**config.mk**
```make
export PLATFORM = sky130hd
export DESIGN_NAME = lprr_seq
export DESIGN_NICKNAME = d
export VERILOG_FILES = /design/src/lprr_pkg.sv /design/src/lprr_seq.sv
export SDC_FILE = /design/constraint.sdc
export NUM_CORES = 1
export LEC_CHECK = 0
export BUFFER_PORTS_ARGS = -buffer_cell sky130_fd_sc_hd__buf_4
export CAP_MARGIN = 25
export CORE_ASPECT_RATIO = 0.5
export CORE_MARGIN = 1
export CORE_UTILIZATION = 40
export CTS_BUF_LIST = sky130_fd_sc_hd__clkbuf_16
export DETAILED_ROUTE_END_ITERATION = 12
export SLEW_MARGIN = 20
export SYNTH_ARGS = -nofsm -noshare
export SYNTH_HDL_FRONTEND = slang
export SYNTH_SLANG_ARGS = --single-unit
```
**constraint.sdc**
```tcl
create_clock -name clk_i -period 4.75 [get_ports clk_i]
set_input_delay 0.95 -clock clk_i [delete_from_list [all_inputs] [get_ports clk_i]]
set_output_delay 0.95 -clock clk_i [all_outputs]
set_load 0.03 [all_outputs]
```
**src/lprr_pkg.sv**
```systemverilog
`timescale 1ns / 1ps
// shared types, constants and helpers of the length-prefixed record ring
package lprr_pkg;

  // ring geometry (ring size and alignment are powers of two)
  localparam int unsigned RING_BYTES   = 4096;
  localparam int unsigned RECORD_ALIGN = 32;
  localparam int unsigned HDR_BYTES    = 4;
  localparam int unsigned PTR_W        = $clog2(RING_BYTES);
  localparam int unsigned ALIGN_W      = $clog2(RECORD_ALIGN);

  // field widths
  localparam int unsigned CMD_W  = 3;
  localparam int unsigned LEN_W  = 12;
  localparam int unsigned BYTE_W = 8;
  localparam int unsigned STAT_W = 3;

  // footprint width and width used to compare footprint with free space
  localparam int unsigned FP_W  = LEN_W + 1;
  localparam int unsigned CMP_W = (FP_W > PTR_W) ? FP_W : PTR_W;

  typedef enum logic [CMD_W-1:0] {
    CMD_PUSH_BEGIN = 3'd0,
    CMD_PUSH_BYTE  = 3'd1,
    CMD_PEEK_BYTE  = 3'd2,
    CMD_POP        = 3'd3,
    CMD_CLEAR      = 3'd4
  } lprr_cmd_e;

  typedef enum logic [STAT_W-1:0] {
    ST_OK      = 3'd0,
    ST_NOSPACE = 3'd1,
    ST_EMPTY   = 3'd2,
    ST_NOREC   = 3'd3,
    ST_RANGE   = 3'd4
  } lprr_status_e;

  typedef struct packed {
    logic [CMD_W-1:0]  cmd;
    logic [LEN_W-1:0]  record_length;
    logic [BYTE_W-1:0] data_byte;
    logic [LEN_W-1:0]  read_offset;
  } lprr_in_t;

  typedef struct packed {
    logic [STAT_W-1:0] status;
    logic [BYTE_W-1:0] read_byte;
    logic [LEN_W-1:0]  head_length;
  } lprr_out_t;

  // one access to the byte store
  typedef struct packed {
    logic              we;
    logic [PTR_W-1:0]  addr;
    logic [BYTE_W-1:0] wdata;
  } lprr_mem_req_t;

  // header plus payload, rounded up to the record alignment
  function automatic logic [FP_W-1:0] footprint(logic [LEN_W-1:0] len);
    logic [FP_W-1:0] sum;
    sum = FP_W'(len) + FP_W'(HDR_BYTES + RECORD_ALIGN - 1);
    return sum & ~FP_W'(RECORD_ALIGN - 1);
  endfunction

  // little-endian header byte of a record length
  function automatic logic [BYTE_W-1:0] hdr_byte(logic [LEN_W-1:0] len, logic [1:0] idx);
    logic [4*BYTE_W-1:0] word;
    word = (4*BYTE_W)'(len);
    return word[BYTE_W*idx +: BYTE_W];
  endfunction

endpackage

```
**src/lprr_seq.sv**
```systemverilog
`timescale 1ns / 1ps
// command sequencer: pointer state and reads and writes of the byte store
module lprr_seq import lprr_pkg::*; (
  input  logic              clk_i,
  input  logic              rst_ni,
  input  logic              in_valid_i,
  output logic              in_ready_o,
  input  lprr_in_t          in_data_i,
  output logic              res_valid_o,
  input  logic              res_ready_i,
  output lprr_out_t         res_data_o,
  output lprr_mem_req_t     mem_req_o,
  input  logic [BYTE_W-1:0] mem_rdata_i
);

  typedef enum logic [8:0] {
    S_IDLE  = 9'b000000001,
    S_EXEC  = 9'b000000010,
    S_HDRWR = 9'b000000100,
    S_CHK   = 9'b000001000,
    S_HL0   = 9'b000010000,
    S_HL1   = 9'b000100000,
    S_HL2   = 9'b001000000,
    S_PEEK  = 9'b010000000,
    S_DONE  = 9'b100000000
  } state_e;

  state_e            state_q, state_d;
  logic [PTR_W-1:0]  head_q, head_d;
  logic [PTR_W-1:0]  tail_q, tail_d;
  logic [PTR_W-1:0]  wr_q, wr_d;
  logic [PTR_W-1:0]  pend_q, pend_d;
  logic [LEN_W-1:0]  left_q, left_d;
  logic              open_q, open_d;
  logic              final_q, final_d;
  logic [1:0]        cnt_q, cnt_d;

  lprr_in_t          item_q, item_d;
  logic [STAT_W-1:0] status_q, status_d;
  logic [BYTE_W-1:0] rbyte_q, rbyte_d;
  logic [LEN_W-1:0]  hlen_q, hlen_d;
  logic [BYTE_W-1:0] lo_q, lo_d;

  logic [FP_W-1:0]     push_fp;
  logic [PTR_W-1:0]    free_bytes;
  logic [2*BYTE_W-1:0] hdr_word;
  logic [LEN_W-1:0]    hdr_len;
  logic [FP_W-1:0]     hdr_fp;

  // free space keeps one byte empty
  assign push_fp    = footprint(item_q.record_length);
  assign free_bytes = head_q - tail_q - PTR_W'(1);
  assign hdr_word   = {mem_rdata_i, lo_q};
  assign hdr_len    = hdr_word[LEN_W-1:0];
  assign hdr_fp     = footprint(hdr_len);

  // next state and memory access
  always_comb begin
    state_d   = state_q;
    head_d    = head_q;
    tail_d    = tail_q;
    wr_d      = wr_q;
    pend_d    = pend_q;
    left_d    = left_q;
    open_d    = open_q;
    final_d   = final_q;
    cnt_d     = cnt_q;
    item_d    = item_q;
    status_d  = status_q;
    rbyte_d   = rbyte_q;
    hlen_d    = hlen_q;
    lo_d      = lo_q;
    mem_req_o = '0;
    case (state_q)
      S_IDLE: begin
        if (in_valid_i) begin
          item_d   = in_data_i;
          status_d = ST_OK;
          rbyte_d  = '0;
          state_d  = S_EXEC;
        end
      end
      S_EXEC: begin
        state_d = S_CHK;
        case (item_q.cmd)
          CMD_PUSH_BEGIN: begin
            if (CMP_W'(push_fp) > CMP_W'(free_bytes)) begin
              status_d = ST_NOSPACE;
            end else begin
              cnt_d   = '0;
              state_d = S_HDRWR;
            end
          end
          CMD_PUSH_BYTE: begin
            if (!open_q || left_q == '0) begin
              status_d = ST_NOREC;
            end else begin
              mem_req_o.we    = 1'b1;
              mem_req_o.addr  = wr_q;
              mem_req_o.wdata = item_q.data_byte;
              wr_d            = wr_q + PTR_W'(1);
              left_d          = left_q - LEN_W'(1);
              // last payload byte commits the record
              if (left_q == LEN_W'(1)) begin
                tail_d = pend_q;
                open_d = 1'b0;
              end
            end
          end
          CMD_PEEK_BYTE, CMD_POP: begin
            if (head_q == tail_q) begin
              status_d = ST_EMPTY;
            end else begin
              final_d = 1'b0;
              state_d = S_HL0;
            end
          end
          CMD_CLEAR: begin
            head_d = '0;
            tail_d = '0;
            wr_d   = '0;
            pend_d = '0;
            left_d = '0;
            open_d = 1'b0;
          end
          default: begin
            state_d = S_CHK;
          end
        endcase
      end
      S_HDRWR: begin
        mem_req_o.we    = 1'b1;
        mem_req_o.addr  = tail_q + PTR_W'(cnt_q);
        mem_req_o.wdata = hdr_byte(item_q.record_length, cnt_q);
        cnt_d           = cnt_q + 2'd1;
        if (cnt_q == 2'd3) begin
          wr_d    = tail_q + PTR_W'(HDR_BYTES);
          pend_d  = tail_q + PTR_W'(push_fp);
          left_d  = item_q.record_length;
          state_d = S_CHK;
          // zero-length record commits at once
          if (item_q.record_length == '0) begin
            tail_d = tail_q + PTR_W'(push_fp);
            open_d = 1'b0;
          end else begin
            open_d = 1'b1;
          end
        end
      end
      S_CHK: begin
        if (head_q == tail_q) begin
          hlen_d  = '0;
          state_d = S_DONE;
        end else begin
          final_d = 1'b1;
          state_d = S_HL0;
        end
      end
      S_HL0: begin
        mem_req_o.addr = head_q;
        state_d        = S_HL1;
      end
      S_HL1: begin
        mem_req_o.addr = head_q + PTR_W'(1);
        lo_d           = mem_rdata_i;
        state_d        = S_HL2;
      end
      S_HL2: begin
        if (final_q) begin
          hlen_d  = hdr_len;
          state_d = S_DONE;
        end else if (item_q.cmd == CMD_PEEK_BYTE) begin
          hlen_d = hdr_len;
          if (item_q.read_offset >= hdr_len) begin
            status_d = ST_RANGE;
            state_d  = S_DONE;
          end else begin
            mem_req_o.addr = head_q + PTR_W'(HDR_BYTES) + PTR_W'(item_q.read_offset);
            state_d        = S_PEEK;
          end
        end else begin
          // pop: skip the head record footprint
          head_d  = head_q + PTR_W'(hdr_fp);
          state_d = S_CHK;
        end
      end
      S_PEEK: begin
        rbyte_d = mem_rdata_i;
        state_d = S_DONE;
      end
      S_DONE: begin
        if (res_ready_i) begin
          state_d = S_IDLE;
        end
      end
      default: begin
        state_d = S_IDLE;
      end
    endcase
  end

  // control state
  always_ff @(posedge clk_i or negedge rst_ni) begin
    if (!rst_ni) begin
      state_q <= S_IDLE;
      head_q  <= '0;
      tail_q  <= '0;
      wr_q    <= '0;
      pend_q  <= '0;
      left_q  <= '0;
      open_q  <= 1'b0;
      final_q <= 1'b0;
      cnt_q   <= '0;
    end else begin
      state_q <= state_d;
      head_q  <= head_d;
      tail_q  <= tail_d;
      wr_q    <= wr_d;
      pend_q  <= pend_d;
      left_q  <= left_d;
      open_q  <= open_d;
      final_q <= final_d;
      cnt_q   <= cnt_d;
    end
  end

  // item and result payload
  always_ff @(posedge clk_i) begin
    item_q   <= item_d;
    status_q <= status_d;
    rbyte_q  <= rbyte_d;
    hlen_q   <= hlen_d;
    lo_q     <= lo_d;
  end

  assign in_ready_o              = (state_q == S_IDLE);
  assign res_valid_o             = (state_q == S_DONE);
  assign res_data_o.status       = status_q;
  assign res_data_o.read_byte    = rbyte_q;
  assign res_data_o.head_length  = hlen_q;

  // store writes only while executing a push
  a_write_phase: assert property (@(posedge clk_i) disable iff (!rst_ni)
    mem_req_o.we |-> (state_q == S_EXEC || state_q == S_HDRWR))
    else $error("store written outside a push");

  // a closed record has no bytes outstanding
  a_closed_empty: assert property (@(posedge clk_i) disable iff (!rst_ni)
    !open_q |-> (left_q == '0))
    else $error("bytes outstanding with no open record");

  // an empty ring reports zero head length
  a_empty_len: assert property (@(posedge clk_i) disable iff (!rst_ni)
    (state_q == S_DONE && head_q == tail_q) |-> (hlen_q == '0))
    else $error("nonzero head length on empty ring");

endmodule

```
==> results.env <==
CLOCK_LATENCY_NS=0.43
FIRST_PASS_GRT_WIRE_LENGTH_UM=38200
FIRST_ITER_VIOLATIONS=596
CRIT_PATH_START_KIND='register'
FINAL_NETS=1063
SYNTHESIS.AREA_PER_INSTANCE_UM2=9.98
STARTING_DENSITY_PCT=41.4
P_LEAK_nW=4.22
NUM_VIAS=7010
GLOBALROUTE.TOTALOVERFLOW=0
CLOCK_SINKS=134
MET1WIRELENGTH_UM=12000
WORST_SLEW_MARGIN_REL_PCT=35.0
DIE_AREA_UM2=22200
GRT_MAX_DEGREE=69
CHIPHEIGHT_UM=106
HIGHEST_LAYER='met4'
RELATIVE_AREA_CHANGE_FROM_SYNTHESIS_TO_FINAL_LAYOUT_PCT=17.9
POWER_DENSITY_nW_PER_UM2=542
DETAILEDROUTE.FIRSTPASSITERATIONCOUNT=7
MAX_CAP_VIOLATION_COUNT=0
CTS_HOLD_BUFFERS=0
GR-USAGE-ALL-LAYERS_PCT=22.7
DRC=0
FIN_SETUP_TNS_NS=0
DRIVE_GT1_SHARE_PCT=18.4
ANTENNA_CELLS_INSERTED=0
UNREPAIRED_SETUP_ENDPOINTS_AFTER_GLOBAL_ROUTING='no'
POST-CTS-SETUP-BUFFER-COUNT=0
CRIT_PATH_END_KIND='primary output'
CTS_MAX_LEVEL=4
SYNTH.TOP_CELLS.BY_AREA='sky130_fd_sc_hd__edfxtp_1 (23%), sky130_fd_sc_hd__dfrtp_1 (19%), sky130_fd_sc_hd__ha_1 (8.7%), sky130_fd_sc_hd__o21ai_0 (3.7%), sky130_fd_sc_hd__xnor2_1 (3.6%)'
SYN_AREA_UM2=8630
PLACE.PORT_BUFFERS=92
REPORT.POWER.TOTAL_mW=5.52
RUN_STATUS='complete, no violations'
CP_DATA_ARRIVAL_TIME_NS=3.31
PLACE.DETAILED.HPWL_UM=17800
SETUP_VIOL_COUNT_FINAL=0
POST_SYNTH_INST_COUNT=865
HOLDCRITPATHCLASS='in -> async'
SYNTH_FF_TYPE='sky130_fd_sc_hd__dfrtp_1'
FIRST_GLOBAL_VIAS=6799
YOSYS_WARNINGS=0
CLOCK-ROOT-BUFFER='sky130_fd_sc_hd__clkbuf_16'
TIMING.HOLD.WS_NS=0.444
ANT_NETS=0
SLEW_VIOLATIONS=0
UTILIZATION_PCT=48.9
YS_SEQ_AREA_SHARE_PCT=42.7
YS_FF_LATCH=134
POST-SYNTH-TOP-AREA-CELL='sky130_fd_sc_hd__edfxtp_1'
MEAN_ROUTED_WIRELENGTH_PER_CELL_UM=19.5
CTS.PATH.MAX_BUFFERS=2
CLKTRANSATPATHREGS_NS=0.06
TIGHTEST_SLEW_NS=0.976
DIE_W_UM=210
PART_OF_THE_CYCLE_THE_WORST_PATH_NEEDS_PCT=89.8
TOTAL_COUNT_OF_HOLD_CHECK_FAILURES_IN_THE_FINAL_REPORT=0
INITIAL_ANTENNA_VIOLATION_COUNT=0
MET3_WIRELENGTH_UM=1340
WORST_SETUP_PATH_CATEGORY='reg -> out'
FLOORPLAN.ROWS=37
CP.REQUIRED_NS=3.80
WORST_CLOCK_SKEW_NS=0.00918
SYNTH.DISTINCT_CELLS=89
MET2_WIRE_LENGTH_UM=10500
POST-ROUTE-MIN-PERIOD_NS=4.26
WL_UM=24100
SYNTH-ASYNC-RESET-RATIO_PCT=50.7
CRIT_PATH_MAX_FANOUT=22
ROUTE.DETAILED.VIAS_PER_INST=5.66
PLACED_CELLS=1205
LAYOUT.CELLS.NON_FILLER=1239
FINAL_WEIGHTED_CONGESTION_OF_ROUTABILITY_DRIVEN_GLOBAL_PLACEMENT=0.858
TIMING.FMAX_MHz=235
POSTCTSRESIZEDCELLS=0
COREAREA_UM2=20800
SYNTH-EDFF-COUNT=66
IR_DROP_mV=0.264
TRITONCTS='done'
DESIGN.PORTCOUNT=93
SHARE_OF_YOSYS_CELL_AREA_CLAIMED_BY_THE_TOP_AREA_CELL_TYPE_PCT=23.0
TRITONCTS.NUM_BUFFERS=17
[stage by stage]
step | area (um^2) | setup WS [ns]
floorplan | 8640 | 0.669
global placement | 9550 | 0.755
detailed placement | 9560 | 0.695
CTS | 10100 | 0.543
global route | 10200 | 0.318
finish | 10200 | 0.487
[routing by layer]
layer / track usage [%] / up-vias
li1: - / 3379
met1: 33.3 / 3402
met2: 33.6 / 209
met3: 4.83 / 20
met4: 6.10 / 0
met5: 0 / -
[final cells by class]
class,instances,area [um^2]
Clock buffer,17,425
Tap cell,273,342
Fill cell,1915,10700
Clock inverter,15,149
Sequential cell,134,3680
Multi-Input combinational cell,641,4550
Timing Repair Buffer,107,835
Inverter,52,195
[cell usage after synthesis, types with 4 or more instances]
library cell                n
sky130_fd_sc_hd__nor2b_1   11
sky130_fd_sc_hd__clkbuf_1  17
sky130_fd_sc_hd__and3_1     9
sky130_fd_sc_hd__a32oi_1    6
sky130_fd_sc_hd__o21ai_0   64
sky130_fd_sc_hd__nor3_1    26
sky130_fd_sc_hd__xnor2_1   35
sky130_fd_sc_hd__a41oi_1    4
sky130_fd_sc_hd__a21oi_2    4
sky130_fd_sc_hd__o21a_1     6
sky130_fd_sc_hd__nand2_1   61
sky130_fd_sc_hd__a21oi_1   45
sky130_fd_sc_hd__dfrtp_1   67
sky130_fd_sc_hd__edfxtp_1  66
sky130_fd_sc_hd__nor4_1     7
sky130_fd_sc_hd__a21o_1    10
sky130_fd_sc_hd__o21ai_2    6
sky130_fd_sc_hd__nor2_1    63
sky130_fd_sc_hd__a22oi_1    8
sky130_fd_sc_hd__o21ai_1    6
sky130_fd_sc_hd__a222oi_1   4
sky130_fd_sc_hd__buf_2     11
sky130_fd_sc_hd__a221oi_1   4
sky130_fd_sc_hd__o31ai_1    6
sky130_fd_sc_hd__a211oi_1  11
sky130_fd_sc_hd__nand3_1   13
sky130_fd_sc_hd__xor2_1    14
sky130_fd_sc_hd__and2_1    15
sky130_fd_sc_hd__nand4_1   10
sky130_fd_sc_hd__mux2_2     6
sky130_fd_sc_hd__o2111a_1   4
sky130_fd_sc_hd__ha_1      60
sky130_fd_sc_hd__inv_1     51
sky130_fd_sc_hd__buf_6      5
sky130_fd_sc_hd__nand2b_1  12
sky130_fd_sc_hd__a22o_1    18
sky130_fd_sc_hd__nor3b_1    7
sky130_fd_sc_hd__and4_1     6
sky130_fd_sc_hd__or3_1      6
[worst max-delay path, stage by stage (launching register included)]
cell and delay [ns]:
sky130_fd_sc_hd__dfrtp_1 0.42, sky130_fd_sc_hd__or4_4 0.63, sky130_fd_sc_hd__nor4_1 0.39, sky130_fd_sc_hd__and2_1 0.84, sky130_fd_sc_hd__a22o_1 0.26, sky130_fd_sc_hd__a21oi_1 0.05, sky130_fd_sc_hd__o21ai_0 0.12, sky130_fd_sc_hd__buf_4 0.18
[flip-flops by register name, indices dropped and copies added (netlist names), 9 cells and up]
register	count
wr_q	12
tail_q	12
state_q	9
left_q	12
pend_q	12
hlen_q	12
item_q	35
[final timing paths]
| check | slack [ns] | startpoint | end | depth (start not counted) |
|---|---|---|---|---|
| setup reg to reg | 0.76 | tail_q[6] | status_q[1] | 15 |
| max in group asynchronous | 3.73 | rst_ni | pend_q[11] | 2 |
| setup / recovery | 0.49 | state_q[8] | mem_req_o[19] | 7 |
| hold reg to reg | 0.48 | pend_q[2] | pend_q[2] | 2 |
| min in group clk_i | 0.48 | pend_q[2] | pend_q[2] | 2 |
| hold / removal | 0.44 | rst_ni | head_q[7] | 1 |
[power by group]
part | internal [mW] | switching (mW) | leakage [nW]
combinational | 0.943 | 1.41 | 2.43
sequential | 1.53 | 0.324 | 1.50
clock | 0.808 | 0.506 | 0.290
[placed cells by master, fill, tap and decap left out, types with 7 or more instances in the layout]
cell,count
sky130_fd_sc_hd__and2_1,14
sky130_fd_sc_hd__a22oi_1,8
sky130_fd_sc_hd__and3_1,9
sky130_fd_sc_hd__nor2b_1,11
sky130_fd_sc_hd__nand3_1,13
sky130_fd_sc_hd__ha_1,60
sky130_fd_sc_hd__inv_1,56
sky130_fd_sc_hd__nor3b_1,7
sky130_fd_sc_hd__a21o_1,10
sky130_fd_sc_hd__nor4_1,7
sky130_fd_sc_hd__a21oi_1,44
sky130_fd_sc_hd__a211oi_1,11
sky130_fd_sc_hd__nand2b_1,12
sky130_fd_sc_hd__xnor2_1,35
sky130_fd_sc_hd__nor3_1,26
sky130_fd_sc_hd__dfrtp_1,67
sky130_fd_sc_hd__nor2_1,63
sky130_fd_sc_hd__nand2_1,61
sky130_fd_sc_hd__xor2_1,14
sky130_fd_sc_hd__edfxtp_1,66
sky130_fd_sc_hd__nand4_1,10
sky130_fd_sc_hd__buf_4,104
sky130_fd_sc_hd__a22o_1,18
sky130_fd_sc_hd__clkbuf_16,17
sky130_fd_sc_hd__o21ai_0,64
[cell families after synthesis]
logic type               after synthesis  synth area share [%]
buffers and inverters                 91                  4.71
XOR/XNOR                              49                  4.97
adder cells (fa/ha/maj)               63                  9.39
AND/OR/NAND/NOR                      275                  17.4
AO/OA/AOI/OAI                        244                  19.7
flip-flops                           134                  42.7
multiplexers                           8                  1.04
other                                  1                0.0434
No activity file was read; power rests on OpenSTA's default activity.
